===== src/design/wmf_pkg.sv =====
// Shared types and constants of the 3x3 mean / median window filter.
// Used by wmf_filter, wmf_outq and window_3x3_mean_median_filter; no dependencies.

package wmf_pkg;

  // Frame geometry and field widths.
  localparam int unsigned MAX_WIDTH   = 1024;
  localparam int unsigned PIX_W       = 8;
  localparam int unsigned ROW_W       = 16;
  localparam int unsigned COL_W       = $clog2(MAX_WIDTH);
  localparam int unsigned WID_W       = 11;
  localparam int unsigned CFG_DATA_W  = 16;
  localparam int unsigned CFG_IDX_W   = 2;

  // Mean of nine: sum times 7282 / 2^16 is exact floor(sum / 9) for sums up to 9 * 255.
  localparam int unsigned SUM_W       = 12;
  localparam int unsigned RECIP_W     = 13;
  localparam int unsigned MEAN_RECIP  = 7282;
  localparam int unsigned MEAN_SHIFT  = 16;

  // Result queue, one entry per input pixel that yields results.
  localparam int unsigned QUEUE_DEPTH = 8;
  localparam int unsigned QCNT_W      = $clog2(QUEUE_DEPTH + 1);

  // Configuration register indexes.
  typedef enum logic [CFG_IDX_W-1:0] {
    CFG_MODE   = 2'd0,
    CFG_WIDTH  = 2'd1,
    CFG_HEIGHT = 2'd2
  } cfg_idx_e;

  typedef logic [PIX_W-1:0] pix_t;
  typedef pix_t [8:0]       window_t;

  // Both filter results for one window.
  typedef struct packed {
    pix_t mean;
    pix_t median;
  } filt_t;

  // Up to three results caused by one input pixel.
  typedef struct packed {
    logic              en_a;   // filtered or border pixel at (r-1, c-1)
    logic              en_b;   // right border pixel at (r-1, W-1)
    logic              en_c;   // bottom row pixel at (r, c)
    logic              eof;
    pix_t              val_a;
    pix_t              val_b;
    pix_t              val_c;
    logic [ROW_W-1:0]  row;
    logic [COL_W-1:0]  col;
    logic [COL_W-1:0]  wm1;
  } rec_t;

endpackage


===== src/design/wmf_outq.sv =====
// Result queue: holds one record per input pixel and hands out its results one per transfer.
// Depends on wmf_pkg.

module wmf_outq (
  input  logic                        clk_i,
  input  logic                        rst_ni,
  input  logic                        push_i,
  input  wmf_pkg::rec_t               rec_i,
  output logic [wmf_pkg::QCNT_W-1:0]  cnt_o,
  output logic                        out_valid_o,
  input  logic                        out_stall_i,
  output logic [wmf_pkg::PIX_W-1:0]   pixel_out_o,
  output logic [wmf_pkg::ROW_W-1:0]   out_row_o,
  output logic [wmf_pkg::COL_W-1:0]   out_col_o,
  output logic                        last_of_step_o,
  output logic                        end_of_frame_o
);

  localparam int unsigned PTR_W = $clog2(wmf_pkg::QUEUE_DEPTH);

  wmf_pkg::rec_t q_mem [wmf_pkg::QUEUE_DEPTH];

  logic [PTR_W-1:0]          wr_ptr_q, wr_ptr_d;
  logic [PTR_W-1:0]          rd_ptr_q, rd_ptr_d;
  logic [wmf_pkg::QCNT_W-1:0] cnt_q, cnt_d;
  logic [2:0]                done_q, done_d;

  wmf_pkg::rec_t head;
  logic [2:0]    pend;
  logic [2:0]    sel;
  logic          last;
  logic          xfer;
  logic          pop;

  // Storage of the records.
  always_ff @(posedge clk_i) begin
    if (push_i) begin
      q_mem[wr_ptr_q] <= rec_i;
    end
  end

  // Pick the first result of the head record not yet transferred.
  assign head = q_mem[rd_ptr_q];
  assign pend = {head.en_c, head.en_b, head.en_a} & ~done_q;

  always_comb begin
    if (pend[0]) begin
      sel = 3'b001;
    end else if (pend[1]) begin
      sel = 3'b010;
    end else begin
      sel = 3'b100;
    end
  end

  assign last = (pend & ~sel) == 3'b000;

  // Output fields of the selected result.
  always_comb begin
    pixel_out_o = head.val_c;
    out_row_o   = head.row;
    out_col_o   = head.col;
    if (sel[0]) begin
      pixel_out_o = head.val_a;
      out_row_o   = head.row - wmf_pkg::ROW_W'(1);
      out_col_o   = head.col - wmf_pkg::COL_W'(1);
    end else if (sel[1]) begin
      pixel_out_o = head.val_b;
      out_row_o   = head.row - wmf_pkg::ROW_W'(1);
      out_col_o   = head.wm1;
    end
  end

  assign out_valid_o    = cnt_q != '0;
  assign last_of_step_o = last;
  assign end_of_frame_o = sel[2] && head.eof;
  assign cnt_o          = cnt_q;

  assign xfer = out_valid_o && !out_stall_i;
  assign pop  = xfer && last;

  // Pointer, fill and progress bookkeeping.
  always_comb begin
    wr_ptr_d = wr_ptr_q;
    rd_ptr_d = rd_ptr_q;
    cnt_d    = cnt_q;
    done_d   = done_q;
    if (push_i) begin
      wr_ptr_d = (wr_ptr_q == PTR_W'(wmf_pkg::QUEUE_DEPTH - 1)) ? '0 : wr_ptr_q + PTR_W'(1);
    end
    if (pop) begin
      rd_ptr_d = (rd_ptr_q == PTR_W'(wmf_pkg::QUEUE_DEPTH - 1)) ? '0 : rd_ptr_q + PTR_W'(1);
      done_d   = '0;
    end else if (xfer) begin
      done_d = done_q | sel;
    end
    if (push_i && !pop) begin
      cnt_d = cnt_q + wmf_pkg::QCNT_W'(1);
    end else if (pop && !push_i) begin
      cnt_d = cnt_q - wmf_pkg::QCNT_W'(1);
    end
  end

  always_ff @(posedge clk_i or negedge rst_ni) begin
    if (!rst_ni) begin
      wr_ptr_q <= '0;
      rd_ptr_q <= '0;
      cnt_q    <= '0;
      done_q   <= '0;
    end else begin
      wr_ptr_q <= wr_ptr_d;
      rd_ptr_q <= rd_ptr_d;
      cnt_q    <= cnt_d;
      done_q   <= done_d;
    end
  end

endmodule


===== config.mk =====
export PLATFORM = sky130hd
export DESIGN_NAME = wmf_outq
export DESIGN_NICKNAME = d
export VERILOG_FILES = /design/src/design/wmf_pkg.sv /design/src/design/wmf_outq.sv
export SDC_FILE = /design/constraint.sdc
export NUM_CORES = 1
export LEC_CHECK = 0
export ABC_AREA = 0
export BUFFER_PORTS_ARGS = -buffer_cell sky130_fd_sc_hd__buf_2
export CAP_MARGIN = 5
export CELL_PAD_IN_SITES_DETAIL_PLACEMENT = 1
export CELL_PAD_IN_SITES_GLOBAL_PLACEMENT = 1
export CORE_ASPECT_RATIO = 0.8
export CORE_MARGIN = 1.5
export CORE_UTILIZATION = 58
export DETAILED_ROUTE_END_ITERATION = 6
export GPL_TIMING_DRIVEN = 0
export HOLD_SLACK_MARGIN = 0.02
export PLACE_DENSITY = 0.92
export SLEW_MARGIN = 30
export SYNTH_ARGS = -nofsm -noshare
export SYNTH_HDL_FRONTEND = slang
export SYNTH_SLANG_ARGS = --single-unit

===== constraint.sdc =====
create_clock -name clk_i -period 10.58 [get_ports clk_i]
set_input_delay 1.587 -clock clk_i [delete_from_list [all_inputs] [get_ports clk_i]]
set_output_delay 1.587 -clock clk_i [all_outputs]
set_load 0.005 [all_outputs]

* Word-level counts from Yosys, hierarchy flattened
Memories as Yosys holds them, arrays and structs flattened.
Cells that the tools add are included.
** Word-level totals
- Memories :: 1
- Word-level logic and storage cells :: 46
- Input bits :: 68
- Output and inout port bits :: 41
- Register bits after elaboration :: 13
- RAM bits :: 512
** Memories
- q_mem :: depth 8, width 64, read ports 1, clocked after memory_dff 0, wr ports 1, RTL line wmf_outq.sv:21 : wmf_pkg::rec_t q_mem [wmf_pkg::QUEUE_DEPTH];
** Operators by class
- $add $sub $neg :: 6
- Bitwise logic cells :: 5
- Equal/unequal tests :: 2
- Reduce and logical (&&, ||, !) cells :: 12
- Mux-type cells :: 16
** Operator list (number)
- two-way mux 16 bit :: 2
- two-way mux 10 bit :: 2
- two-way mux 3 bit :: 6
- two-way mux 8 bit :: 2
- subtractor 16 x 1 -> 16 bit, second input constant :: 1
- subtractor 10 x 1 -> 10 bit, second input constant :: 1
- two-way mux 4 bit :: 2
- adder 3 x 1 -> 3 bit, second input constant :: 2
- bitwise AND 3 bit :: 2
- equality test 3 bit, second input constant :: 2
- inverter 3 bit :: 2
- logical AND 1 bit :: 5
- adder 4 x 1 -> 4 bit, second input constant :: 1
- nonzero test 2 bit :: 2
- nonzero test 4 bit :: 1
- subtractor 4 x 1 -> 4 bit, second input constant :: 1
- logical NOT 1 bit :: 3
- logical NOT 3 bit :: 1
- OR 3 bit :: 1
- two-way mux 1 bit :: 2

* Longest topological paths before layout
- Depth after elaboration :: 11
- Mapped depth :: 16

* Worst setup path before layout
No wires, ideal clock.
- Path type :: input-to-reg
- Start point :: input port push_i
- End point :: memory q_mem[0][0] in the netlist's numbering (enable)
- Data required time :: 10015 ps
- Stages :: 2
- Data arrival time :: 6032 ps
- Slack :: 3984 ps
- Path through :: nand2b_1 > nor3_1
** On the way
- Cells in the longest elaborated chain, start to end :: 2
** RTL lines
- start: declaration :: RTL line wmf_outq.sv:7 : input logic push_i,
- two-way mux 1 bit :: RTL line wmf_outq.sv:37 : if (push_i) begin
- two-way mux 1 bit (implied by the code) :: RTL line wmf_outq.sv:38 : q_mem[wr_ptr_q] <= rec_i;
- end: declaration :: RTL line wmf_outq.sv:21
No other way between the ends.

* Worst setup path after layout
- Start point :: register rd_ptr_q[0]
- End point :: output port out_col_o[8] in the netlist's numbering
** On the way
- Cells in the longest elaborated chain, start to end :: 6
- Elaborated cells between the ends (all ways) :: 7
- Those cells by class :: add/sub: 1; mux: 4; bitwise: 1; memory: 1
** RTL lines
- start: declaration :: RTL line wmf_outq.sv:24 : logic [PTR_W-1:0] rd_ptr_q, rd_ptr_d;
- start signal: assignment :: RTL line wmf_outq.sv:112 : rd_ptr_q <= rd_ptr_d;
- memory (8 x 64 bit) *
- branches (longest 4 deep; another with subtractor 10 x 1 -> 10 bit)
- two-way mux 10 bit * :: RTL line wmf_outq.sv:63 : if (sel[0]) begin
- end: declaration :: RTL line wmf_outq.sv:14 : output logic [wmf_pkg::COL_W-1:0] out_col_o,
Every way passes the cells marked *.

==> results.tsv <==
stage	metric	value	unit
outcome	status	complete, no violations	
global_route	grt_max_degree	19	
worst_setup_path	path_cells	buf_6 > buf_6 > buf_6 > buf_4 > buf_2 > mux2i_1 > nand2_1 > nor3_1 > xor2_1 > o21ai_1 > buf_2	
die	start_util	58.58	%
sta	grt_setup_unrepaired	no	
place	portBuffers	108	
logic_synthesis	yosys_warnings	0	
clock_network	numCtsBuffers	51	
clock_network	hold_buffers	0	
die	fp.dieH	173.0	um
power_and_ir_drop	finalPower	7.455	mW
place	place_congestion	0.8207	
finish	synthToLayoutAreaGrowth	16.96	%
finish	drive_above_1_share	32.04	%
power_and_ir_drop	seq_power_share	36.5	%
logic_synthesis	syn_nets	1072	
power_and_ir_drop	intPower	4.724	mW
power_and_ir_drop	switching_share	36.64	%
logic_synthesis	synth_flop_cell	edfxtp_1	
worst_setup_path	max_stage_delay	0.82	ns
global_route	antenna_found_initial	8	
clock_network	clkLatencyLatePin	0.60	ns
global_route	grt_overflow_total	0	
sta	slew_violations	0	
drt	avgViaCountPerCell	6.842	
drt	dr_total_vias	11795	
logic_synthesis	postSynthAreaPerCell	21.08	sq um
sta	tightestPinTransition	0.8946	ns
drt	firstDrtPassIters	5	
power_and_ir_drop	power_frac_comb	40.4	%
drt	drtIter0Drc	1593	
worst_setup_path	crit_slowest_cell	mux2i_1	
logic_synthesis	syn-instance-count	994	
finish	final_area	24500	sq um
clock_network	post-cts-setup-buffer-count	0	
clock_network	ctsResizeCount	0	
finish	final_common_cell	edfxtp_1	
worst_setup_path	path_max_fanout	10	
finish	final_cell_mix	edfxtp_1, buf_2, mux4_2, nand2_1, clkbuf_16	
global_route	grt_usage	33.44	%
worst_setup_path	arrival	4.27	ns
die	die-area	37280	sq um
global_route	grt_pass1_wl	88660	um
logic_synthesis	seq_area_frac_synth	74.94	%
clock_network	clockBufferDepth	3	
die	ioPinCount	109	
worst_setup_path	cp-startpoint	rd_ptr_q[0]$_DFFE_PN0P_	
drt	route.detailed.drc	0	
sta	post-route-period-util	55.33	%
drt	drtAntennaViolNets	0	
sta	worst_slew_margin_rel	38.65	%
logic_synthesis	async_reset_ff_share	2.476	%
worst_setup_path	critPathBufInv	6	
sta	period_minus_slack	5.854	ns
logic_synthesis	synth_area	20950	sq um
sta	setup_viol	0	
logic_synthesis	synthDistinctLibCells	57	
global_route	grt_pass1_vias	12598	
worst_setup_path	path_class	flip-flop to output pin	
drt	wl_per_cell	35.36	um
worst_setup_path	cp.required	8.99	ns
place	postPlaceCellArea	22970	sq um
clock_network	cts_tree	done	
logic_synthesis	synth-edff-count	512	
drt	wirelength	60960	um
finish	fillers	2853	
clock_network	htree_num_levels	2	
worst_setup_path	r2r-start	rd_ptr_q[2]$_DFFE_PN0P_	
clock_network	cts_sinks	525	
sta	max_freq	170.8	MHz
power_and_ir_drop	cellLeakagePower	8.265	nW
power_and_ir_drop	switching_power	2.731	mW
sta	setup_tns	0	ns
place	hpwl	37930	um
worst_setup_path	worstSetupEndpointType	output pin	
min_path	min_from	done_q[2]$_DFFE_PN0P_	
die	core_area	35760	sq um
clock_network	clockRootBuffer	clkbuf_16	
finish	final_nets	1279	
clock_network	path_clk_slew	0.07	ns
sta	fin_skew	0.01235	ns
job	drv_cap	0	
worst_setup_path	path_common_cell	buf_6	
die	rows	62	
power_and_ir_drop	power_density	304.2	nW/um^2
min_path	hold_class	flip-flop to flip-flop	
power_and_ir_drop	p_clk_share	23.1	%
worst_setup_path	path_delay_family	buffers and inverters	
worst_setup_path	cp-start-kind	flip-flop	
logic_synthesis	synth_seq_cells	525	
power_and_ir_drop	peakVddDrop	181.3	uV
die	die_x	215.5	um
sta	hold_viol	0	
[synthesized netlist by cell type (2+ instances only)]
cell type	count	area, sq um
ha_1	9	112.6
mux2i_1	49	490.5
xor2_1	11	96.34
clkbuf_1	10	37.54
a21o_1	4	30.03
mux2i_2	2	27.53
xnor2_1	15	131.4
mux4_2	117	2635
o21ai_1	5	25.02
mux4_1	9	236.5
nand2b_1	4	25.02
buf_2	20	100.1
mux2_1	3	33.78
nor3_1	12	60.06
o21ai_0	11	55.05
and3_1	2	12.51
nor4_1	3	18.77
nand4_1	2	12.51
or3_1	4	25.02
inv_1	3	11.26
buf_6	6	67.56
nor2_1	29	108.9
o2111ai_1	2	17.52
buf_4	7	52.55
a21oi_1	6	30.03
a32o_1	2	20.02
edfxtp_1	512	15370
mux2_2	4	45.04
nor3_2	2	20.02
a22oi_1	9	67.56
buf_12	2	40.04
nand2_1	57	214.0
o211ai_1	4	30.03
nand3_1	9	45.04
and2_1	3	18.77
buf_1	2	7.510
a31oi_1	8	50.05
nor2b_1	4	25.02
dfrtp_1	13	325.3
[worst register-to-register path, stage by stage, from the launching register on]
cell and delay [ns]:
dfrtp_1 0.44, buf_2 0.25, buf_2 0.31, buf_2 0.39, nand2_1 0.10, a21o_1 0.24, maj3_1 0.45, nand2_2 0.21
ha_1 0.23, inv_1 0.12, ha_1 0.29, a21o_1 0.19, a21oi_1 0.20, xnor2_1 0.16, nor2_1 0.08, xor2_1 0.15
[layer usage]
metal	vias up	track usage, %	wire length, um
li1	4546	-	-
met1	6202	44.38	22500
met2	879	54.65	30440
met3	162	8.144	5895
met4	6	12.18	2092
met5	-	0	39
[cell families (layout without fill, tap and decap cells)]
| group | after synthesis | after routing | share of synthesized area [%] |
|---|---|---|---|
| simple gates | 142 | 142 | 3.333 |
| flops | 525 | 525 | 74.94 |
| other cells | 0 | 5 | 0 |
| fa+ha+maj | 11 | 11 | 0.6809 |
| compound gates | 55 | 55 | 1.786 |
| buf+inv | 50 | 295 | 1.511 |
| xor+xnor | 26 | 26 | 1.087 |
| mux | 185 | 185 | 16.66 |
[per-stage QoR]
step | util, % | worst slack, ns | hold slack, ns | cells
2_1_floorplan | - | 3.984 | 0.4555 | 994
3_3_place_gp | 61.77 | -0.6940 | 0.4676 | 1582
3_5_place_dp | 64.23 | 5.495 | 0.4937 | 1628
4_1_cts | 68.48 | 4.805 | 0.5085 | 1719
5_1_grt | 68.50 | 4.584 | 0.5148 | 1722
6_report | 68.52 | 4.726 | 0.5074 | 1724
[state kept, by name, summed over array words and instances (netlist names)]
| name | cells |
|---|---|
| wr_ptr_q | 3 |
| q_mem | 512 |
| cnt_o | 4 |
| rd_ptr_q | 3 |
| done_q | 3 |
[cell type report]
type                       count  area (sq um)  area share [%]
buffer                        47         305.3           1.246
clock buffer                  62          1318           5.377
antenna                        5         12.51         0.05106
sequential                   525         15700           64.08
multi-input combinational    419          4989           20.36
clock inverter                29         201.4          0.8221
tap                          480         600.6           2.451
timing repair buffer         154          1365           5.571
inverter                       3         11.26         0.04596
[power by group through the flow]
stage	Sequential (mW)	Clock (mW)	Combinational (mW)
after floorplan	2.73	0	1.71
after global placement	2.78	0	2.53
after detailed placement	2.74	0	2.84
after CTS	2.72	1.73	2.98
after global routing	2.74	1.79	3.13
final	2.72	1.72	3.01
[worst paths after layout]
kind / endpoint / slack (ns) / cells past startpoint
max reg2reg: cnt_o[3]$_DFFE_PN0P_ / 6.65 / 15
min in group asynchronous: cnt_o[0]$_DFFE_PN0P_ / 0.91 / 1
max in group asynchronous: cnt_o[2]$_DFFE_PN0P_ / 9.39 / 1
min: done_q[2]$_DFFE_PN0P_ / 0.51 / 1
max: out_col_o[8] / 4.73 / 11
min reg2reg: done_q[2]$_DFFE_PN0P_ / 0.51 / 1
(Power assumes the default switching activity.)
