--- src/design/wmf_pkg.sv ---
// Shared types and constants of the 3x3 mean / median window filter.
// Used by wmf_filter, wmf_outq and window_3x3_mean_median_filter; no dependencies.

package wmf_pkg;

  // Frame geometry and field widths.
  localparam int unsigned MAX_WIDTH   = 1024;
  localparam int unsigned PIX_W       = 8;
  localparam int unsigned ROW_W       = 16;
  localparam int unsigned COL_W       = $clog2(MAX_WIDTH);
  localparam int unsigned WID_W       = 11;
  localparam int unsigned CFG_DATA_W  = 16;
  localparam int unsigned CFG_IDX_W   = 2;

  // Mean of nine: sum times 7282 / 2^16 is exact floor(sum / 9) for sums up to 9 * 255.
  localparam int unsigned SUM_W       = 12;
  localparam int unsigned RECIP_W     = 13;
  localparam int unsigned MEAN_RECIP  = 7282;
  localparam int unsigned MEAN_SHIFT  = 16;

  // Result queue, one entry per input pixel that yields results.
  localparam int unsigned QUEUE_DEPTH = 8;
  localparam int unsigned QCNT_W      = $clog2(QUEUE_DEPTH + 1);

  // Configuration register indexes.
  typedef enum logic [CFG_IDX_W-1:0] {
    CFG_MODE   = 2'd0,
    CFG_WIDTH  = 2'd1,
    CFG_HEIGHT = 2'd2
  } cfg_idx_e;

  typedef logic [PIX_W-1:0] pix_t;
  typedef pix_t [8:0]       window_t;

  // Both filter results for one window.
  typedef struct packed {
    pix_t mean;
    pix_t median;
  } filt_t;

  // Up to three results caused by one input pixel.
  typedef struct packed {
    logic              en_a;   // filtered or border pixel at (r-1, c-1)
    logic              en_b;   // right border pixel at (r-1, W-1)
    logic              en_c;   // bottom row pixel at (r, c)
    logic              eof;
    pix_t              val_a;
    pix_t              val_b;
    pix_t              val_c;
    logic [ROW_W-1:0]  row;
    logic [COL_W-1:0]  col;
    logic [COL_W-1:0]  wm1;
  } rec_t;

endpackage

--- src/design/wmf_filter.sv ---
// Two-stage pipelined 3x3 mean and median datapath with a combinational final step.
// Depends on wmf_pkg.

module wmf_filter (
  input  logic            clk_i,
  input  wmf_pkg::window_t win_i,
  output wmf_pkg::filt_t   res_o
);

  // Sorts three values; returns {high, middle, low}.
  function automatic logic [3*wmf_pkg::PIX_W-1:0] sort3(input wmf_pkg::pix_t a,
                                                        input wmf_pkg::pix_t b,
                                                        input wmf_pkg::pix_t c);
    wmf_pkg::pix_t lo;
    wmf_pkg::pix_t mid;
    wmf_pkg::pix_t hi;
    wmf_pkg::pix_t t;
    lo  = a;
    mid = b;
    hi  = c;
    if (lo > mid) begin
      t = lo; lo = mid; mid = t;
    end
    if (mid > hi) begin
      t = mid; mid = hi; hi = t;
    end
    if (lo > mid) begin
      t = lo; lo = mid; mid = t;
    end
    return {hi, mid, lo};
  endfunction

  function automatic wmf_pkg::pix_t med3(input wmf_pkg::pix_t a, input wmf_pkg::pix_t b,
                                         input wmf_pkg::pix_t c);
    wmf_pkg::pix_t mn;
    wmf_pkg::pix_t mx;
    wmf_pkg::pix_t m2;
    mn = (a < b) ? a : b;
    mx = (a < b) ? b : a;
    m2 = (mx < c) ? mx : c;
    return (mn > m2) ? mn : m2;
  endfunction

  function automatic wmf_pkg::pix_t max3(input wmf_pkg::pix_t a, input wmf_pkg::pix_t b,
                                         input wmf_pkg::pix_t c);
    wmf_pkg::pix_t m;
    m = (a > b) ? a : b;
    return (m > c) ? m : c;
  endfunction

  function automatic wmf_pkg::pix_t min3(input wmf_pkg::pix_t a, input wmf_pkg::pix_t b,
                                         input wmf_pkg::pix_t c);
    wmf_pkg::pix_t m;
    m = (a < b) ? a : b;
    return (m < c) ? m : c;
  endfunction

  localparam int unsigned RSUM_W = wmf_pkg::PIX_W + 2;
  localparam int unsigned PROD_W = wmf_pkg::SUM_W + wmf_pkg::RECIP_W;

  wmf_pkg::pix_t     lo_d  [3];
  wmf_pkg::pix_t     mid_d [3];
  wmf_pkg::pix_t     hi_d  [3];
  logic [RSUM_W-1:0] rsum_d [3];
  wmf_pkg::pix_t     lo_q  [3];
  wmf_pkg::pix_t     mid_q [3];
  wmf_pkg::pix_t     hi_q  [3];
  logic [RSUM_W-1:0] rsum_q [3];

  wmf_pkg::pix_t            mxlo_q;
  wmf_pkg::pix_t            mdmid_q;
  wmf_pkg::pix_t            mnhi_q;
  logic [wmf_pkg::SUM_W-1:0] total_q;
  logic [PROD_W-1:0]        prod;

  // First stage: sort and add each row of the window.
  always_comb begin
    for (int i = 0; i < 3; i++) begin
      {hi_d[i], mid_d[i], lo_d[i]} = sort3(win_i[3*i], win_i[3*i+1], win_i[3*i+2]);
      rsum_d[i] = RSUM_W'(win_i[3*i]) + RSUM_W'(win_i[3*i+1]) + RSUM_W'(win_i[3*i+2]);
    end
  end

  always_ff @(posedge clk_i) begin
    lo_q   <= lo_d;
    mid_q  <= mid_d;
    hi_q   <= hi_d;
    rsum_q <= rsum_d;
  end

  // Second stage: the median candidates and the total of nine.
  always_ff @(posedge clk_i) begin
    mxlo_q  <= max3(lo_q[0], lo_q[1], lo_q[2]);
    mdmid_q <= med3(mid_q[0], mid_q[1], mid_q[2]);
    mnhi_q  <= min3(hi_q[0], hi_q[1], hi_q[2]);
    total_q <= wmf_pkg::SUM_W'(rsum_q[0]) + wmf_pkg::SUM_W'(rsum_q[1])
             + wmf_pkg::SUM_W'(rsum_q[2]);
  end

  // Final step: median of the candidates, and division by nine through a reciprocal.
  assign prod = PROD_W'(total_q) * PROD_W'(wmf_pkg::RECIP_W'(wmf_pkg::MEAN_RECIP));
  assign res_o.median = med3(mxlo_q, mdmid_q, mnhi_q);
  assign res_o.mean   = prod[wmf_pkg::MEAN_SHIFT +: wmf_pkg::PIX_W];

endmodule

--- config.mk ---
export PLATFORM = sky130hd
export DESIGN_NAME = wmf_filter
export DESIGN_NICKNAME = d
export VERILOG_FILES = /design/src/design/wmf_pkg.sv /design/src/design/wmf_filter.sv
export SDC_FILE = /design/constraint.sdc
export NUM_CORES = 1
export LEC_CHECK = 0
export BUFFER_PORTS_ARGS = -buffer_cell sky130_fd_sc_hd__buf_4
export CAP_MARGIN = 30
export CORE_ASPECT_RATIO = 1.1
export CORE_MARGIN = 5
export CORE_UTILIZATION = 39
export CTS_CLUSTER_DIAMETER = 120
export DETAILED_ROUTE_END_ITERATION = 6
export MAX_ROUTING_LAYER = met4
export PLACE_DENSITY = 0.66
export SYNTH_ARGS = -nofsm -noshare
export SYNTH_HDL_FRONTEND = slang
export SYNTH_SLANG_ARGS = --single-unit
--- constraint.sdc ---
create_clock -name clk_i -period 9.7 [get_ports clk_i]
set_input_delay 0.97 -clock clk_i [delete_from_list [all_inputs] [get_ports clk_i]]
set_output_delay 0.97 -clock clk_i [all_outputs]
set_load 0.005 [all_outputs]
# After elaboration in Yosys (flattened, before gate mapping)
# Index checks and enable logic that the tools add are counted.
dict set report totals {
  register_bits 138
  latchBits 0
  ram_bits 0
  rom_bits 0
  inputBits 73
  out_inout_bits 16
  elab_cells 74
  memories 0
}
dict set report classes {
  addsub 8
  n_mul 1
  div 0
  magnitude_cmp 19
  n_eq_ne 0
  n_shift 0
  n_mux 30
  bitwise 0
  reduce_logical 0
}
# cell count
set ops {}
lappend ops {{8-bit two-way mux} 30}
lappend ops {{8-bit greater-than comparator} 13}
lappend ops {{8-bit < comparator} 6}
lappend ops {{9-bit by 8-bit adder with 10-bit output} 3}
lappend ops {{8-bit by 8-bit adder with 9-bit output} 3}
lappend ops {{12-bit by 12-bit multiplier with 23-bit output (second input constant)} 1}
lappend ops {{11-bit by 10-bit adder with 12-bit output} 1}
lappend ops {{10-bit by 10-bit adder with 11-bit output} 1}

# Depth between registers and ports, before layout
# Gate-level depths: netlist of run 1.
dict set report logic_depth {
  ltp_word 6
  depth_mapped 28
  mapped_depth_nobuf 23
}

# Worst setup path after synthesis of run 1
# OpenSTA, ideal clock, no wires.
dict set report synth_path {
  path_type {register to output}
  start {reg mdmid_q[7]}
  end {out res_o[0] (netlist bit)}
  arrival_time_ps 5082
  required_time_ps 8730
  setup_slack_ps 3648
  path_stages_with_launch 23
  n_path_buf 4
  cell_sequence {dfxtp_1 > inv_1 > ha_1 > a21oi_1 > o21a_1 > o31a_1 > buf_6 > clkbuf_1 > mux2_2 > ha_1 > a2111oi_0 > o211ai_2 > a21oi_2 > buf_6 > mux2i_1 > ha_1 > nor2b_1 > o21bai_1 > a31o_2 > a21oi_1 > clkbuf_1 > mux2_4 > a221o_1}
}
# item line_no
set synth_rtl {}
lappend synth_rtl {{start, declared} wmf_filter.sv:71} ;# wmf_pkg::pix_t mdmid_q;
lappend synth_rtl {{start signal, assigned} wmf_filter.sv:94} ;# mdmid_q <= med3(mid_q[0], mid_q[1], mid_q[2]);
lappend synth_rtl {{end, declared} wmf_filter.sv:7} ;# output wmf_pkg::filt_t res_o

==> results of run 1 <==
-- stage by stage --
step	worst slack (ns)	instances	utilization, %	hold WS [ns]
after global placement	1.93	2074	42.2	0.485
final	1.50	2111	44.0	0.497
after floorplan	3.65	1580	-	0.432
after detailed placement	2.01	2079	42.4	0.484
after CTS	1.51	2111	44.0	0.499
after global routing	0.953	2111	44.0	0.514
-- how the worst max path moves through the flow --
stage                     from  depth (start not counted)  slack (ns)  endpoint
floorplan           mdmid_q[7]                         22        3.65  res_o[0]
CTS                 mdmid_q[7]                         21        1.51  res_o[5]
global route        mdmid_q[7]                         21        0.95  res_o[5]
global placement    mdmid_q[7]                         20        1.93  res_o[4]
finish              mdmid_q[7]                         21        1.50  res_o[5]
detailed placement  mdmid_q[7]                         21        2.01  res_o[4]
-- logic make-up after synthesis --
logic type | share of synthesized area [%]
compound gates | 18.3
xor+xnor | 1.99
simple gates | 11.5
buf+inv | 7.97
fa+ha+maj | 32.0
mux | 8.05
flops | 20.2
-- flip-flops by register name (all words and copies together) (netlist names) --
name and flops:
mid_q 24, lo_q 24, mxlo_q 8, rsum_q 30, total_q 12, mnhi_q 8
mdmid_q 8, hi_q 24
-- cell usage after synthesis (16+ instances only) --
master,n
sky130_fd_sc_hd__clkbuf_1,23
sky130_fd_sc_hd__mux2_2,51
sky130_fd_sc_hd__a21oi_1,110
sky130_fd_sc_hd__o221a_2,16
sky130_fd_sc_hd__xnor2_1,23
sky130_fd_sc_hd__a21o_1,35
sky130_fd_sc_hd__ha_1,241
sky130_fd_sc_hd__nand2_1,104
sky130_fd_sc_hd__o21ai_0,112
sky130_fd_sc_hd__nor2_1,81
sky130_fd_sc_hd__nand2b_1,16
sky130_fd_sc_hd__inv_1,233
sky130_fd_sc_hd__fa_1,68
sky130_fd_sc_hd__nor3_1,36
sky130_fd_sc_hd__nand3_1,51
sky130_fd_sc_hd__dfxtp_1,138
sky130_fd_sc_hd__mux2i_1,51
-- worst max-delay path, cell delays in order (launching register included) --
cell,delay (ns)
sky130_fd_sc_hd__dfxtp_1,0.35
sky130_fd_sc_hd__inv_1,0.06
sky130_fd_sc_hd__ha_1,0.30
sky130_fd_sc_hd__a21oi_1,0.16
sky130_fd_sc_hd__o21a_1,0.18
sky130_fd_sc_hd__o31a_1,0.54
sky130_fd_sc_hd__buf_8,0.23
sky130_fd_sc_hd__mux2_2,0.36
sky130_fd_sc_hd__ha_1,0.32
sky130_fd_sc_hd__a2111oi_0,0.64
sky130_fd_sc_hd__o211ai_2,0.21
sky130_fd_sc_hd__a21oi_2,0.76
sky130_fd_sc_hd__mux2i_1,0.18
sky130_fd_sc_hd__ha_1,0.36
sky130_fd_sc_hd__nand3_1,0.09
sky130_fd_sc_hd__o21bai_1,0.16
sky130_fd_sc_hd__a31o_2,0.24
sky130_fd_sc_hd__a21oi_1,0.69
sky130_fd_sc_hd__a211oi_1,0.09
sky130_fd_sc_hd__mux2_4,0.35
sky130_fd_sc_hd__a221o_1,0.39
sky130_fd_sc_hd__buf_4,0.15
-- routing by layer --
layer / vias to the layer above / routed length, um / global-route usage [%]
met4: 0 / 709 / 4.71
met3: 40 / 1670 / 2.31
met2: 267 / 16700 / 31.0
li1: 5667 / - / -
met5: - / 0 / -
met1: 5295 / 17200 / 25.6
-- area by class of cell --
cell class              count  area share, %
repair buffers             98           4.88
inverters                 233           5.70
clock inverters            13          0.840
flip-flops and latches    138           18.0
multi-input cells        1166           64.1
well taps                 444           3.62
clock buffers              19           2.89
==> results.rst, run 1 <==
.. list-table::
   :header-rows: 1

   * - Metric
     - Value
   * - Count of flip-flops with a built-in enable after synthesis
     - 0
   * - Setup repair after global routing missed its margin
     - false
   * - Proportion of netlist area held by the largest area contributor
     - 22.1%
   * - Class of the most critical setup path
     - reg -> out
   * - Path type of the worst min-delay path
     - reg -> reg
   * - Count of mapped cells out of synthesis
     - 1580
   * - Clock buffer count from CTS
     - 17
   * - Share of cells above drive strength 1
     - 13.5%
   * - Number of setup violations in the final report
     - 0
   * - Fillcell total
     - 3327
   * - Destination of the worst register-to-register timing path
     - mdmid_q[5]
   * - Worst-path clk slew
     - 0.06 ns
   * - Reg2Reg Setup Slack
     - 2.62 ns
   * - Share of synthesized registers carrying an async set or reset
     - 0%
   * - Register bit total from synthesis
     - 138
   * - Vias in the first global route
     - 10900
   * - Worst EP arrival
     - 7.23 ns
   * - Post-DRT Antenna Nets
     - 0
   * - R2R cell count
     - 23
   * - Peak clock frequency supported by timing
     - 122 MHz
   * - Drt drc
     - 0
   * - Count of distinct cell types in the synthesized netlist
     - 70
   * - Pre-antenna DRT Iters
     - 5
   * - Worst Max-Slew Pin Slew
     - 1.05 ns
   * - Io pins
     - 89
   * - Most common cell after layout, fill and taps aside
     - sky130_fd_sc_hd__ha_1
   * - Via density
     - 5.34
   * - Max capacitance violation total
     - 0
   * - Number of failing hold endpoints at the final stage
     - 0
   * - Req. time, crit path
     - 8.73 ns
   * - Rows
     - 72
   * - Type of element capturing the critical path
     - output port
   * - Buffer count from post-CTS setup fixing
     - 0
   * - Fin crit period
     - 8.20 ns
   * - Die area
     - 38900 um2
   * - Number of nets in the finished design
     - 2036
   * - Synthesized area per cell
     - 8.65 um2
   * - Final antenna diode count
     - 0
   * - Height of the chip
     - 206 um
   * - Initial standard-cell utilization of the core
     - 39.2%
   * - Slew headroom
     - 29.6%
   * - Worst Hold Endpoint
     - mxlo_q[6]
   * - Area of combinational cells with multiple inputs
     - 9830 um2
   * - Buffer depth of the longest clock path
     - 2
   * - Final routed wire length divided by cell count
     - 17.2 um
   * - Min-Delay Startpoint
     - lo_q[6]
   * - Kind of start point of the critical path
     - flip-flop
   * - Largest cells by area after synthesis
     - sky130_fd_sc_hd__ha_1 (22%), sky130_fd_sc_hd__dfxtp_1 (20%), sky130_fd_sc_hd__fa_1 (10%)
   * - Proportion of synthesized chip area in sequential cells
     - 20.2%
   * - Reg-to-Reg Start
     - mid_q[15]
   * - Violation count after the first detailed-routing iteration
     - 778
   * - Setup Total Neg Slack
     - 0 ns
   * - Clock tree from TritonCTS
     - built
   * - Post-layout instance area
     - 15300 um2
   * - Pin count of the biggest net entering global routing
     - 33
   * - Status
     - finished, final reports clean
   * - Hold-fix buffers at CTS
     - 0
   * - Syn-to-layout area delta
     - 12.3%
   * - Detailed-route via count
     - 11300
   * - Syn nets
     - 1962
   * - Total Routing Usage GR
     - 19.1%
   * - Number of antenna violations at the first check in global routing
     - 0
   * - Yosys warns
     - 0
   * - Cell type contributing the most total cell area after synthesis
     - sky130_fd_sc_hd__ha_1
   * - Commonest non-fill, non-tap cells in the layout
     - sky130_fd_sc_hd__ha_1 (241), sky130_fd_sc_hd__inv_1 (233), sky130_fd_sc_hd__dfxtp_1 (138)
   * - Final wirelength
     - 36300 um
   * - Final clock skew
     - 0.00892 ns
   * - GPL Wtd Cong
     - 0.927
   * - Clk sinks
     - 138
   * - Overflow left after global routing
     - 0
   * - Netlist Area Pre-Place
     - 13700 um2
   * - Later-pin clock latency in the skew report
     - 0.43 ns
   * - Dpl cell area
     - 14800 um2
   * - Count of instances resized after the clock tree is built
     - 0
   * - Register area
     - 2760 um2
   * - Cell chosen for the clock root
     - sky130_fd_sc_hd__clkbuf_16
   * - Pins over their slew limit
     - 0
   * - Depth of the CTS H-tree
     - 4
   * - Post-route fraction of the period consumed by the critical path
     - 84.5%
   * - Post-synth top flop
     - sky130_fd_sc_hd__dfxtp_1
   * - First-pass GRT wire length
     - 57400 um
   * - Count of buffers from port buffering
     - 88
   * - Post-DP HPWL
     - 30500 um
   * - Cell count of the worst hold path
     - 1
   * - Core box area
     - 34900 um2
   * - Maximum fanout along the worst path
     - 17
   * - Die Wd
     - 188 um
Power of run 1 is left out: the tool's default activity adds up to more than one toggle a clock period on the data nets, which glitch-free logic cannot reach.
==> run 2, diff against run 1 <==
--- a/config.mk
+++ b/config.mk
@@ -13,7 +13,7 @@
 export CTS_CLUSTER_DIAMETER = 120
 export DETAILED_ROUTE_END_ITERATION = 6
 export MAX_ROUTING_LAYER = met4
-export PLACE_DENSITY = 0.66
+export PLACE_DENSITY = 0.68
 export SYNTH_ARGS = -nofsm -noshare
 export SYNTH_HDL_FRONTEND = slang
 export SYNTH_SLANG_ARGS = --single-unit
==> constraint.sdc (replaced) <==
create_clock -name clk_i -period 6.88 [get_ports clk_i]
set_input_delay 0.688 -clock clk_i [delete_from_list [all_inputs] [get_ports clk_i]]
set_output_delay 0.688 -clock clk_i [all_outputs]
set_load 0.005 [all_outputs]
==> results.rst, run 2 (synthesis gave the netlist of run 1 again) <==
.. list-table::
   :header-rows: 1

   * - Metric
     - Value
   * - Overflow left after global routing
     - 0
   * - Drt drc
     - 0
   * - Critical Path, Cell by Cell
     - inv_1 -> ha_1 -> a21oi_1 -> o21a_1 -> o31a_2 -> mux2_2 -> ha_1 -> a2111oi_1 -> o211ai_2 -> a21oi_2 -> buf_4 -> mux2i_1 -> ha_1 -> nand3_1 -> o21bai_1 -> a31o_2 -> a21oi_1 -> buf_4 -> a211oi_1 -> mux2_4 -> a221o_1 -> buf_4
   * - Commonest non-fill, non-tap cells in the layout
     - sky130_fd_sc_hd__ha_1 (241), sky130_fd_sc_hd__inv_1 (233), sky130_fd_sc_hd__dfxtp_1 (138)
   * - Critical path depth
     - 22
   * - Most common cell after layout, fill and taps aside
     - sky130_fd_sc_hd__ha_1
   * - Path type of the worst min-delay path
     - reg -> reg
   * - Largest register FFs
     - 30
   * - Delay of the slowest cell on the worst path
     - 0.57 ns
   * - Pre-antenna DRT Iters
     - 7
   * - Number of nets in the finished design
     - 2046
   * - Cell chosen for the clock root
     - sky130_fd_sc_hd__clkbuf_16
   * - Post-route fraction of the period consumed by the critical path
     - 95.5%
   * - Pins over their slew limit
     - 0
   * - Clock buffer count from CTS
     - 17
   * - Register with the most flip-flops
     - rsum_q
   * - Final wirelength
     - 36100 um
   * - Violation count after the first detailed-routing iteration
     - 929
   * - Detailed-route via count
     - 11500
   * - Die Wd
     - 188 um
   * - Clk sinks
     - 138
   * - Rows
     - 72
   * - Reg2Reg Setup Slack
     - 1.42 ns
   * - Status
     - finished, final reports clean
   * - Io pins
     - 89
   * - Worst EP arrival
     - 5.88 ns
   * - Share of cells above drive strength 1
     - 14.0%
   * - Later-pin clock latency in the skew report
     - 0.42 ns
   * - Family with the most delay on the worst path
     - compound AO/OA/AOI/OAI gates
   * - Post-DP HPWL
     - 30200 um
   * - Fin crit period
     - 6.57 ns
   * - Count of buffers from port buffering
     - 88
   * - R2R cell count
     - 25
   * - Peak clock frequency supported by timing
     - 152 MHz
   * - Type of element capturing the critical path
     - output port
   * - Worst-path clk slew
     - 0.06 ns
   * - Reg-to-Reg Start
     - mid_q[15]
   * - Fin Hold WS
     - 0.487 ns
   * - Maximum fanout along the worst path
     - 12
   * - Number of setup violations in the final report
     - 0
   * - Total Routing Usage GR
     - 19.0%
   * - Clock tree from TritonCTS
     - built
   * - Setup Total Neg Slack
     - 0 ns
   * - Post-DRT Antenna Nets
     - 0
   * - Destination of the worst register-to-register timing path
     - mdmid_q[5]
   * - Initial standard-cell utilization of the core
     - 39.2%
   * - Worst Max-Slew Pin Slew
     - 0.915 ns
   * - Buffer count from post-CTS setup fixing
     - 0
   * - Crit path max-delay cell type
     - sky130_fd_sc_hd__a2111oi_1
   * - Kind of start point of the critical path
     - flip-flop
   * - GPL Wtd Cong
     - 0.924
   * - Met1 global-route usage
     - 25.9%
   * - Core box area
     - 34900 um2
   * - Pin count of the biggest net entering global routing
     - 26
   * - CP Buf/Inv Count
     - 4
   * - Fillcell total
     - 3308
   * - Req. time, crit path
     - 6.19 ns
   * - Busiest layer in global routing
     - met2
   * - Number of failing hold endpoints at the final stage
     - 0
   * - Final clock skew
     - 0.00924 ns
   * - Class of the most critical setup path
     - reg -> out
   * - Met3 track demand over resource in global routing
     - 2.43%
   * - Setup crit start
     - mdmid_q[7]
   * - Via density
     - 5.41
   * - Post-Place Setup Slack
     - 0.357 ns
   * - First-pass GRT wire length
     - 58300 um
   * - Buffer depth of the longest clock path
     - 2
   * - Height of the chip
     - 206 um
   * - Global Route met2 Usage
     - 29.9%
   * - Vias in the first global route
     - 11400
   * - Number of antenna violations at the first check in global routing
     - 1
   * - Slew headroom
     - 39.0%
   * - Final routed wire length divided by cell count
     - 17.0 um
   * - Depth of the CTS H-tree
     - 4
   * - Syn-to-layout area delta
     - 12.9%
   * - Max capacitance violation total
     - 0
   * - Post-route setup slack
     - 0.310 ns
   * - Worst Setup EP
     - res_o[7]
   * - Die area
     - 38900 um2
==> run 2: cell count changes in the layout (fill, tap and decap cells not counted), moves of 2 or more <==
| cell | delta |
|---|---|
| sky130_fd_sc_hd__inv_8 | +2 |
| sky130_fd_sc_hd__o2bb2ai_2 | -2 |
| sky130_fd_sc_hd__buf_8 | -2 |
| sky130_fd_sc_hd__inv_6 | -4 |
| sky130_fd_sc_hd__clkinvlp_4 | +2 |
| sky130_fd_sc_hd__buf_4 | +13 |
==> run 2: layout make-up <==
class                      count  area (um2)  area share, %
antenna                        1        2.50         0.0162
clock buffer                  18         429           2.78
clock inverter                14         161           1.05
inverter                     233         875           5.67
multi-input combinational   1166        9840           63.7
sequential                   138        2760           17.9
tap                          444         556           3.60
timing repair buffer         108         811           5.25
==> run 2: metrics by stage <==
stage | cells | utilization [%] | cell area (um2)
after floorplan | 1580 | - | 13700
after global placement | 2089 | 42.5 | 14800
after detailed placement | 2089 | 42.5 | 14800
after CTS | 2121 | 44.2 | 15400
after global routing | 2122 | 44.3 | 15400
final | 2122 | 44.3 | 15400
==> run 2: worst min-delay path by stage <==
stage | startpoint | to | depth (start not counted) | slack, ns
floorplan | lo_q[0] | mxlo_q[0] | 2 | 0.43
global placement | hi_q[1] | mnhi_q[1] | 1 | 0.48
detailed placement | hi_q[7] | mnhi_q[7] | 1 | 0.47
CTS | hi_q[7] | mnhi_q[7] | 1 | 0.49
global route | lo_q[1] | mxlo_q[1] | 1 | 0.50
finish | hi_q[7] | mnhi_q[7] | 1 | 0.49
==> run 2: timing repair <==
item                       in CTS  in global routing
setup endpoints to repair       0                  8
hold buffers                    0                  0
resized for setup               0                  3
==> run 2: per-layer routing <==
metal / routed length, um / vias to the layer above
met5: 0 / -
met4: 885 / 0
met3: 1610 / 57
met2: 16400 / 290
met1: 17200 / 5451
li1: - / 5679
==> run 2: worst register-to-register path, cell delays in order, from the launching register on <==
cell	delay [ns]
sky130_fd_sc_hd__dfxtp_1	0.43
sky130_fd_sc_hd__inv_1	0.10
sky130_fd_sc_hd__ha_1	0.30
sky130_fd_sc_hd__nand2_1	0.07
sky130_fd_sc_hd__o21ai_0	0.48
sky130_fd_sc_hd__a21oi_2	0.04
sky130_fd_sc_hd__buf_4	0.25
sky130_fd_sc_hd__nand2_1	0.09
sky130_fd_sc_hd__o21ai_0	0.10
sky130_fd_sc_hd__ha_1	0.33
sky130_fd_sc_hd__a21oi_1	0.08
sky130_fd_sc_hd__o21ai_0	0.30
sky130_fd_sc_hd__o21ai_0	0.27
sky130_fd_sc_hd__a21o_1	0.24
sky130_fd_sc_hd__o31ai_2	0.17
sky130_fd_sc_hd__buf_4	0.24
sky130_fd_sc_hd__o21ai_0	0.14
sky130_fd_sc_hd__ha_1	0.31
sky130_fd_sc_hd__a21o_1	0.18
sky130_fd_sc_hd__a2bb2oi_1	0.14
sky130_fd_sc_hd__a21oi_1	0.08
sky130_fd_sc_hd__o2bb2ai_1	0.16
sky130_fd_sc_hd__buf_4	0.27
sky130_fd_sc_hd__and3_1	0.36
sky130_fd_sc_hd__nand3_1	0.12
sky130_fd_sc_hd__o2111ai_1	0.12
Power of run 2 is left out for the same reason.
